File: src/design/slfp_pkg.sv
`timescale 1ns / 1ps

package slfp_pkg;

    typedef logic [1:0] t_kind;

    localparam t_kind KIND_PAYLOAD = 2'd0;
    localparam t_kind KIND_OK      = 2'd1;
    localparam t_kind KIND_BADSUM  = 2'd2;
    localparam t_kind KIND_LENERR  = 2'd3;

    localparam logic [7:0]  SYNC_FIRST   = 8'hFF;
    localparam logic [7:0]  SYNC_SECOND  = 8'hFE;
    localparam logic [31:0] HDR_OVERHEAD = 32'd4;
    localparam logic [31:0] MAX_LEN_RST  = 32'hFFFF_FFFF;

    typedef struct packed {
        t_kind       kind;
        logic [7:0]  payload_byte;
        logic [15:0] command;
        logic [31:0] payload_count;
    } t_result;

endpackage

File: src/design/slfp_in_if.sv
`timescale 1ns / 1ps

interface slfp_in_if;
    logic       valid;
    logic       ready;
    logic [7:0] in_byte;

    modport source (output valid, output in_byte, input ready);
    modport sink   (input valid, input in_byte, output ready);
endinterface

File: src/design/slfp_out_if.sv
`timescale 1ns / 1ps

interface slfp_out_if;
    logic        valid;
    logic        ready;
    logic [1:0]  kind;
    logic [7:0]  payload_byte;
    logic [15:0] command;
    logic [31:0] payload_count;

    modport source (output valid, output kind, output payload_byte, output command,
                    output payload_count, input ready);
    modport sink   (input valid, input kind, input payload_byte, input command,
                    input payload_count, output ready);
endinterface

File: src/design/sync_length_frame_parser.sv
`timescale 1ns / 1ps
// Sync/length/checksum deframer for a byte stream.
// i_in  : one stream byte per transfer (valid/ready).
// o_out : results (valid/ready): payload bytes, frame ok, checksum mismatch,
//         or length error; others carry the frame's command and payload count.
// Frame: FF FE, 32-bit LE length, 16-bit LE command, length-4 payload bytes,
//        16-bit LE byte-sum checksum of the payload.
// i_cfg_we/i_cfg_wdata write max_length (reset 0xFFFFFFFF); write while idle.
// Latency: a result appears on o_out the cycle after the byte that causes it
// is transferred. Throughput: one byte per cycle unless o_out stalls; parser
// state and result update together; one output register holds the result.
// Stall: i_in.ready drops only while the output register holds a result the
// receiver has not taken; a byte can be taken in the same cycle the held
// result is transferred.
// Reset (synchronous, active low): hunting for sync, no result pending,
// max_length back to 0xFFFFFFFF.
module sync_length_frame_parser
    import slfp_pkg::*;
(
    input  logic        i_clk,
    input  logic        i_rst_n,
    input  logic        i_cfg_we,
    input  logic [31:0] i_cfg_wdata,
    slfp_in_if.sink     i_in,
    slfp_out_if.source  o_out
);

    logic [31:0] r_max_len;
    logic        r_out_valid;
    t_result     r_out;

    logic        in_accept;
    logic        res_valid;
    t_result     res;

    assign i_in.ready = !r_out_valid || o_out.ready;
    assign in_accept  = i_in.valid && i_in.ready;

    always_ff @(posedge i_clk) begin
        if (!i_rst_n) begin
            r_max_len <= MAX_LEN_RST;
        end else if (i_cfg_we) begin
            r_max_len <= i_cfg_wdata;
        end
    end

    slfp_deframer u_deframer (
        .i_clk        (i_clk),
        .i_rst_n      (i_rst_n),
        .i_accept     (in_accept),
        .i_byte       (i_in.in_byte),
        .i_max_length (r_max_len),
        .o_res_valid  (res_valid),
        .o_res        (res)
    );

    always_ff @(posedge i_clk) begin
        if (!i_rst_n) begin
            r_out_valid <= 1'b0;
        end else if (i_in.ready) begin
            r_out_valid <= res_valid;
        end
    end

    always_ff @(posedge i_clk) begin
        if (i_in.ready && res_valid) begin
            r_out <= res;
        end
    end

    assign o_out.valid         = r_out_valid;
    assign o_out.kind          = r_out.kind;
    assign o_out.payload_byte  = r_out.payload_byte;
    assign o_out.command       = r_out.command;
    assign o_out.payload_count = r_out.payload_count;

    a_no_result_without_byte: assert property (@(posedge i_clk) disable iff (!i_rst_n)
        !in_accept |-> !res_valid)
        else $error("result produced without a byte transfer");

    a_stall_blocks_input: assert property (@(posedge i_clk) disable iff (!i_rst_n)
        r_out_valid && !o_out.ready |-> !i_in.ready)
        else $error("byte taken while a result is stalled");

    a_lenerr_fields: assert property (@(posedge i_clk) disable iff (!i_rst_n)
        r_out_valid && r_out.kind == KIND_LENERR |->
            r_out.command == 16'd0 && r_out.payload_count == 32'd0)
        else $error("length error carries command or count");

    a_payload_byte_zero: assert property (@(posedge i_clk) disable iff (!i_rst_n)
        r_out_valid && r_out.kind != KIND_PAYLOAD |-> r_out.payload_byte == 8'd0)
        else $error("non-payload result carries a payload byte");

endmodule

File: src/design/slfp_deframer.sv
`timescale 1ns / 1ps

module slfp_deframer
    import slfp_pkg::*;
(
    input  logic        i_clk,
    input  logic        i_rst_n,
    input  logic        i_accept,
    input  logic [7:0]  i_byte,
    input  logic [31:0] i_max_length,
    output logic        o_res_valid,
    output t_result     o_res
);

    localparam logic [2:0] PH_HUNT = 3'd0;
    localparam logic [2:0] PH_LEN  = 3'd1;
    localparam logic [2:0] PH_CMD  = 3'd2;
    localparam logic [2:0] PH_DATA = 3'd3;
    localparam logic [2:0] PH_SUM  = 3'd4;

    logic [2:0]  r_phase,  n_phase;
    logic        r_prev_ff, n_prev_ff;
    logic [1:0]  r_idx,    n_idx;
    logic [31:0] r_len,    n_len;
    logic [15:0] r_cmd,    n_cmd;
    logic [31:0] r_left,   n_left;
    logic [31:0] r_count,  n_count;
    logic [15:0] r_sum,    n_sum;
    logic [7:0]  r_sum_lo, n_sum_lo;

    logic [31:0] full_len;

    always_comb begin
        n_phase     = r_phase;
        n_prev_ff   = r_prev_ff;
        n_idx       = r_idx;
        n_len       = r_len;
        n_cmd       = r_cmd;
        n_left      = r_left;
        n_count     = r_count;
        n_sum       = r_sum;
        n_sum_lo    = r_sum_lo;
        full_len    = {i_byte, r_len[23:0]};
        o_res_valid = 1'b0;
        o_res       = '0;

        unique case (r_phase)
            PH_HUNT: begin
                if (r_prev_ff && i_byte == SYNC_SECOND) begin
                    n_phase   = PH_LEN;
                    n_idx     = 2'd0;
                    n_len     = '0;
                    n_prev_ff = 1'b0;
                end else begin
                    n_prev_ff = (i_byte == SYNC_FIRST);
                end
            end
            PH_LEN: begin
                unique case (r_idx)
                    2'd0: n_len = {r_len[31:8], i_byte};
                    2'd1: n_len = {r_len[31:16], i_byte, r_len[7:0]};
                    2'd2: n_len = {r_len[31:24], i_byte, r_len[15:0]};
                    default: n_len = full_len;
                endcase
                if (r_idx != 2'd3) begin
                    n_idx = r_idx + 2'd1;
                end else begin
                    n_idx = 2'd0;
                    if (full_len < HDR_OVERHEAD || full_len > i_max_length) begin
                        n_phase     = PH_HUNT;
                        n_prev_ff   = 1'b0;
                        o_res_valid = 1'b1;
                        o_res.kind  = KIND_LENERR;
                    end else begin
                        n_phase = PH_CMD;
                        n_cmd   = '0;
                    end
                end
            end
            PH_CMD: begin
                if (r_idx == 2'd0) begin
                    n_cmd = {8'h00, i_byte};
                    n_idx = 2'd1;
                end else begin
                    n_cmd   = {i_byte, r_cmd[7:0]};
                    n_idx   = 2'd0;
                    n_left  = r_len - HDR_OVERHEAD;
                    n_count = '0;
                    n_sum   = '0;
                    n_phase = (r_len == HDR_OVERHEAD) ? PH_SUM : PH_DATA;
                end
            end
            PH_DATA: begin
                n_sum               = r_sum + {8'h00, i_byte};
                n_left              = r_left - 32'd1;
                n_count             = r_count + 32'd1;
                o_res_valid         = 1'b1;
                o_res.kind          = KIND_PAYLOAD;
                o_res.payload_byte  = i_byte;
                o_res.command       = r_cmd;
                o_res.payload_count = n_count;
                if (r_left == 32'd1) begin
                    n_phase = PH_SUM;
                    n_idx   = 2'd0;
                end
            end
            PH_SUM: begin
                if (r_idx == 2'd0) begin
                    n_sum_lo = i_byte;
                    n_idx    = 2'd1;
                end else begin
                    n_phase             = PH_HUNT;
                    n_prev_ff           = 1'b0;
                    n_idx               = 2'd0;
                    o_res_valid         = 1'b1;
                    o_res.kind          = ({i_byte, r_sum_lo} == r_sum) ? KIND_OK
                                                                        : KIND_BADSUM;
                    o_res.command       = r_cmd;
                    o_res.payload_count = r_count;
                end
            end
            default: begin
                n_phase   = PH_HUNT;
                n_prev_ff = 1'b0;
                n_idx     = 2'd0;
            end
        endcase

        if (!i_accept) begin
            o_res_valid = 1'b0;
        end
    end

    always_ff @(posedge i_clk) begin
        if (!i_rst_n) begin
            r_phase   <= PH_HUNT;
            r_prev_ff <= 1'b0;
            r_idx     <= '0;
            r_len     <= '0;
            r_cmd     <= '0;
            r_left    <= '0;
            r_count   <= '0;
            r_sum     <= '0;
            r_sum_lo  <= '0;
        end else if (i_accept) begin
            r_phase   <= n_phase;
            r_prev_ff <= n_prev_ff;
            r_idx     <= n_idx;
            r_len     <= n_len;
            r_cmd     <= n_cmd;
            r_left    <= n_left;
            r_count   <= n_count;
            r_sum     <= n_sum;
            r_sum_lo  <= n_sum_lo;
        end
    end

endmodule
File: src/flat_wrapper.sv
// flat-port wrapper written by rule: the top's interface ports become plain ports
module sync_length_frame_parser_flat import slfp_pkg::*;
  (i_clk, i_rst_n, i_cfg_we, i_cfg_wdata, i_in_valid, i_in_in_byte, i_in_ready, o_out_valid, o_out_kind, o_out_payload_byte, o_out_command, o_out_payload_count, o_out_ready);
  slfp_in_if i_in_i ();
  slfp_out_if o_out_i ();
  input  logic i_clk;
  input  logic i_rst_n;
  input  logic i_cfg_we;
  input  logic [31:0] i_cfg_wdata;
  input wire logic [$bits(i_in_i.valid)-1:0] i_in_valid;
  input wire logic [$bits(i_in_i.in_byte)-1:0] i_in_in_byte;
  output wire logic [$bits(i_in_i.ready)-1:0] i_in_ready;
  output wire logic [$bits(o_out_i.valid)-1:0] o_out_valid;
  output wire logic [$bits(o_out_i.kind)-1:0] o_out_kind;
  output wire logic [$bits(o_out_i.payload_byte)-1:0] o_out_payload_byte;
  output wire logic [$bits(o_out_i.command)-1:0] o_out_command;
  output wire logic [$bits(o_out_i.payload_count)-1:0] o_out_payload_count;
  input wire logic [$bits(o_out_i.ready)-1:0] o_out_ready;
  assign i_in_i.valid = i_in_valid;
  assign i_in_i.in_byte = i_in_in_byte;
  assign i_in_ready = i_in_i.ready;
  assign o_out_valid = o_out_i.valid;
  assign o_out_kind = o_out_i.kind;
  assign o_out_payload_byte = o_out_i.payload_byte;
  assign o_out_command = o_out_i.command;
  assign o_out_payload_count = o_out_i.payload_count;
  assign o_out_i.ready = o_out_ready;
  sync_length_frame_parser u_core (.i_clk(i_clk), .i_rst_n(i_rst_n), .i_cfg_we(i_cfg_we), .i_cfg_wdata(i_cfg_wdata), .i_in(i_in_i), .o_out(o_out_i));
endmodule
File: config.mk
export PLATFORM = sky130hd
export DESIGN_NAME = sync_length_frame_parser_flat
export DESIGN_NICKNAME = d
export VERILOG_FILES = /design/src/design/slfp_pkg.sv /design/src/design/slfp_in_if.sv /design/src/design/slfp_out_if.sv /design/src/design/sync_length_frame_parser.sv /design/src/design/slfp_deframer.sv /design/src/flat_wrapper.sv
export SDC_FILE = /design/constraint.sdc
export NUM_CORES = 1
export LEC_CHECK = 0
export BUFFER_PORTS_ARGS = -buffer_cell sky130_fd_sc_hd__buf_2
export CAP_MARGIN = 40
export CORE_MARGIN = 8
export CORE_UTILIZATION = 39
export CTS_CLUSTER_DIAMETER = 50
export CTS_CLUSTER_SIZE = 10
export DETAILED_ROUTE_END_ITERATION = 8
export GPL_ROUTABILITY_DRIVEN = 0
export HOLD_SLACK_MARGIN = 0.05
export PLACE_DENSITY = 0.65
export SYNTH_ARGS = -nofsm -noshare
export SYNTH_HDL_FRONTEND = slang
export SYNTH_SLANG_ARGS = --single-unit
File: constraint.sdc
create_clock -name i_clk -period 3.7 [get_ports i_clk]
set_input_delay 0.74 -clock i_clk [delete_from_list [all_inputs] [get_ports i_clk]]
set_output_delay 0.74 -clock i_clk [all_outputs]
set_load 0.01 [all_outputs]
==> impl_metrics.json <==
{
  "status": "finished clean",
  "cp-endpoint": "u_core.o_out.payload_byte[5]$_SDFFCE_PN0P_",
  "hold_class": "in -> reg",
  "arrival_ns": 3.18,
  "hold_violations": 0,
  "fin_util_pct": 46.1,
  "cts_resized": 0,
  "nets": 1634,
  "cts_tree": "yes",
  "cts_setup_buffers": 0,
  "end_kind": "register",
  "worstPathRequired_ns": 3.87,
  "initial_core_util_pct": 39.4,
  "max_slew_margin_pct": 50.3,
  "syn-num-nets": 1541,
  "dieWidth_um": 194,
  "final_common_cell": "dfxtp_1",
  "post_dp_cell_area_um2": 13400,
  "core_um2": 31400,
  "setup_viol": 0,
  "grt_pass1_wl_um": 56500,
  "path_cells": "ha_1, nand4_1, nor4_1, buf_4, a21boi_0, o41ai_1, nand3_1, nand3_1, nand2_2, buf_4",
  "ctsHoldBuffers": 0,
  "fin_skew_ns": 0.0244,
  "insertion_delay_ns": 0.51,
  "tns_ns": 0,
  "die_y_um": 194,
  "r2r-end": "u_core.o_out.payload_byte[5]$_SDFFCE_PN0P_",
  "fmax_mhz": 333,
  "hpwl_um": 24400,
  "peakVddDrop_mv": 0.348,
  "cts_root_buf": "clkbuf_16",
  "fp-row-count": 65,
  "finish.instance_area_um2": 14500,
  "clk_path_buf_depth": 3,
  "clk_pin_slew_ns": 0.06,
  "syn-cell-area_um2": 12400,
  "critPathSlowestCell": "dfxtp_1",
  "rsz0062_at_grt": "false",
  "synthTopCellsByArea": "dfxtp_1, edfxtp_1, a21oi_1",
  "period_needed_ns": 3.01,
  "layout_common_cells": "dfxtp_1, nand2_1, a21oi_1",
  "vias_per_cell": 5.72,
  "r2r_setup_slack_ns": 0.69,
  "cts_sinks": 233,
  "async_flop_share_pct": 0,
  "critPathLaunchType": "register",
  "synth_top_cell_by_area": "dfxtp_1",
  "p_leak_nw": 5.88,
  "grt_max_degree": 59,
  "ys_seq_area_share_pct": 42.4,
  "portBuffers": 104,
  "ys_types": 78,
  "drv_slew": 0,
  "synth_edf_count": 58,
  "tightest_slew_ns": 0.738,
  "power_density_nw_per_um2": 414,
  "drv_cap": 0,
  "cp_max_fo": 23,
  "drt_wl_total_um": 34700,
  "grt_overflow": 0,
  "antenna_found_initial": 1,
  "ys_ff_latch": 233,
  "dr.first_iter.drc_count": 1092,
  "area_growth_pct": 16.9,
  "drive_gt1_share_pct": 14.5,
  "yosysWarnings": 0,
  "vias": 11253,
  "finalCritPeriodShare_pct": 81.3,
  "synthFlopType": "dfxtp_1",
  "cts-htree-levels": 2,
  "ant_nets": 0,
  "wire_per_inst_um": 17.6,
  "grt.total_usage_pct": 17.8,
  "synth.avg_cell_area_um2": 8.56,
  "drc": 0,
  "crit_start": "u_core.u_deframer.r_len[15]$_SDFFE_PN0P_",
  "synth_cells": 1446,
  "rr_startpoint": "u_core.u_deframer.r_len[15]$_SDFFE_PN0P_",
  "grt_pass1_vias": 10785,
  "critPathKind": "reg -> reg",
  "dr.pass1.iters": 7,
  "synth_top_area_share_pct": 28.3,
  "critPathMaxStageDelay_ns": 0.38,
  "reg2reg_depth": 10,
  "numCtsBuffers": 34,
  "dieArea_um2": 37700,
  "io_pins": 105
}
[per-layer routing]
layer  vias up  GRT usage, %  routed length [µm]
met3        57          3.12                2080
met2       347          28.7               15800
met1      5346          23.8               15900
met5         -             0                   0
met4         0          6.03                 899
li1       5503             -                   -
[metrics by stage]
stage          setup WS, ns  power, W  hold slack (ns)  std cells
4_1_cts               0.741   0.00604            0.430       1965
5_1_grt               0.588   0.00617            0.447       1967
2_1_floorplan         0.514   0.00281            0.434       1446
3_3_place_gp          0.365   0.00288            0.448       1901
3_5_place_dp          0.343   0.00289            0.473       1904
6_report              0.693   0.00598            0.447       1967
[critical path: cells and delay by family, from the launching register on]
family	cells	cell delay (ns)
buf+inv	2	0.48
simple gates	5	1.01
fa+ha+maj	1	0.33
flops	1	0.38
compound gates	2	0.47
[area by class of cell]
class / instances / area, µm²
Antenna cell: 1 / 2.50
Multi-Input combinational cell: 1080 / 6610
Tap cell: 402 / 503
Timing Repair Buffer: 142 / 836
Sequential cell: 233 / 5250
Clock inverter: 15 / 179
Clock buffer: 46 / 916
Fill cell: 3079 / 16900
Inverter: 48 / 180
[registers in the layout, indices dropped and copies added (netlist names), 16 cells and up]
register and count:
u_core.u_deframer.r_count 32, u_core.r_max_len 32, u_core.u_deframer.r_cmd 16, u_core.o_out.command 16
u_core.u_deframer.r_left 32, u_core.u_deframer.r_len 32, u_core.o_out.payload_count 32, u_core.u_deframer.r_sum 16
[Yosys cell counts, drive strengths merged (4+ instances only)]
cell	count
nor2b	4
a22oi	23
a311oi	7
nor4	27
ha	49
nand2	147
xor2	20
o31ai	20
or4	11
a21oi	130
or3	19
o21ai	112
a211oi	18
nand3	94
o21a	5
a31oi	19
buf	22
inv	48
clkbuf	62
a221oi	4
and3	21
and2	30
edfxtp	58
a21o	9
mux2i	12
nor3	31
o211ai	35
nand4	23
nand2b	8
o22ai	6
a21boi	4
xnor2	31
o41ai	4
nor2	118
dfxtp	175
nor4b	4
[worst min-delay path by stage]
stage | start | end | cells past startpoint
after floorplan | u_core.u_deframer.r_prev_ff$_SDFFE_PN0P_ | u_core.u_deframer.r_prev_ff$_SDFFE_PN0P_ | 2
after detailed placement | u_core.u_deframer.r_prev_ff$_SDFFE_PN0P_ | u_core.u_deframer.r_prev_ff$_SDFFE_PN0P_ | 2
after global placement | u_core.u_deframer.r_prev_ff$_SDFFE_PN0P_ | u_core.u_deframer.r_prev_ff$_SDFFE_PN0P_ | 2
final | i_cfg_wdata[25] | u_core.r_max_len[25]$_SDFFE_PN1P_ | 3
after CTS | i_cfg_wdata[25] | u_core.r_max_len[25]$_SDFFE_PN1P_ | 3
after global routing | i_cfg_wdata[23] | u_core.r_max_len[23]$_SDFFE_PN1P_ | 3
[cell families (layout without fill, tap and decap cells)]
family	Yosys count	in the layout	synth area share [%]
AOI/OAI and AO/OA	418	418	20.7
and+or+nand+nor	549	549	22.7
xor gates and xnor gates	51	51	3.67
DFF	233	233	42.4
buffers and inverters	133	251	4.49
other	0	1	0
muxes	12	12	0.970
adders and majority gates	50	50	5.11
[report_power, final]
group	internal, W	switching, W	leakage [nW]
Combinational	0.0000719	0.000138	3.28
Clock	0.00196	0.00119	0.527
Sequential	0.00262	0.00000587	2.07
Power figures use the tool's default switching activity.
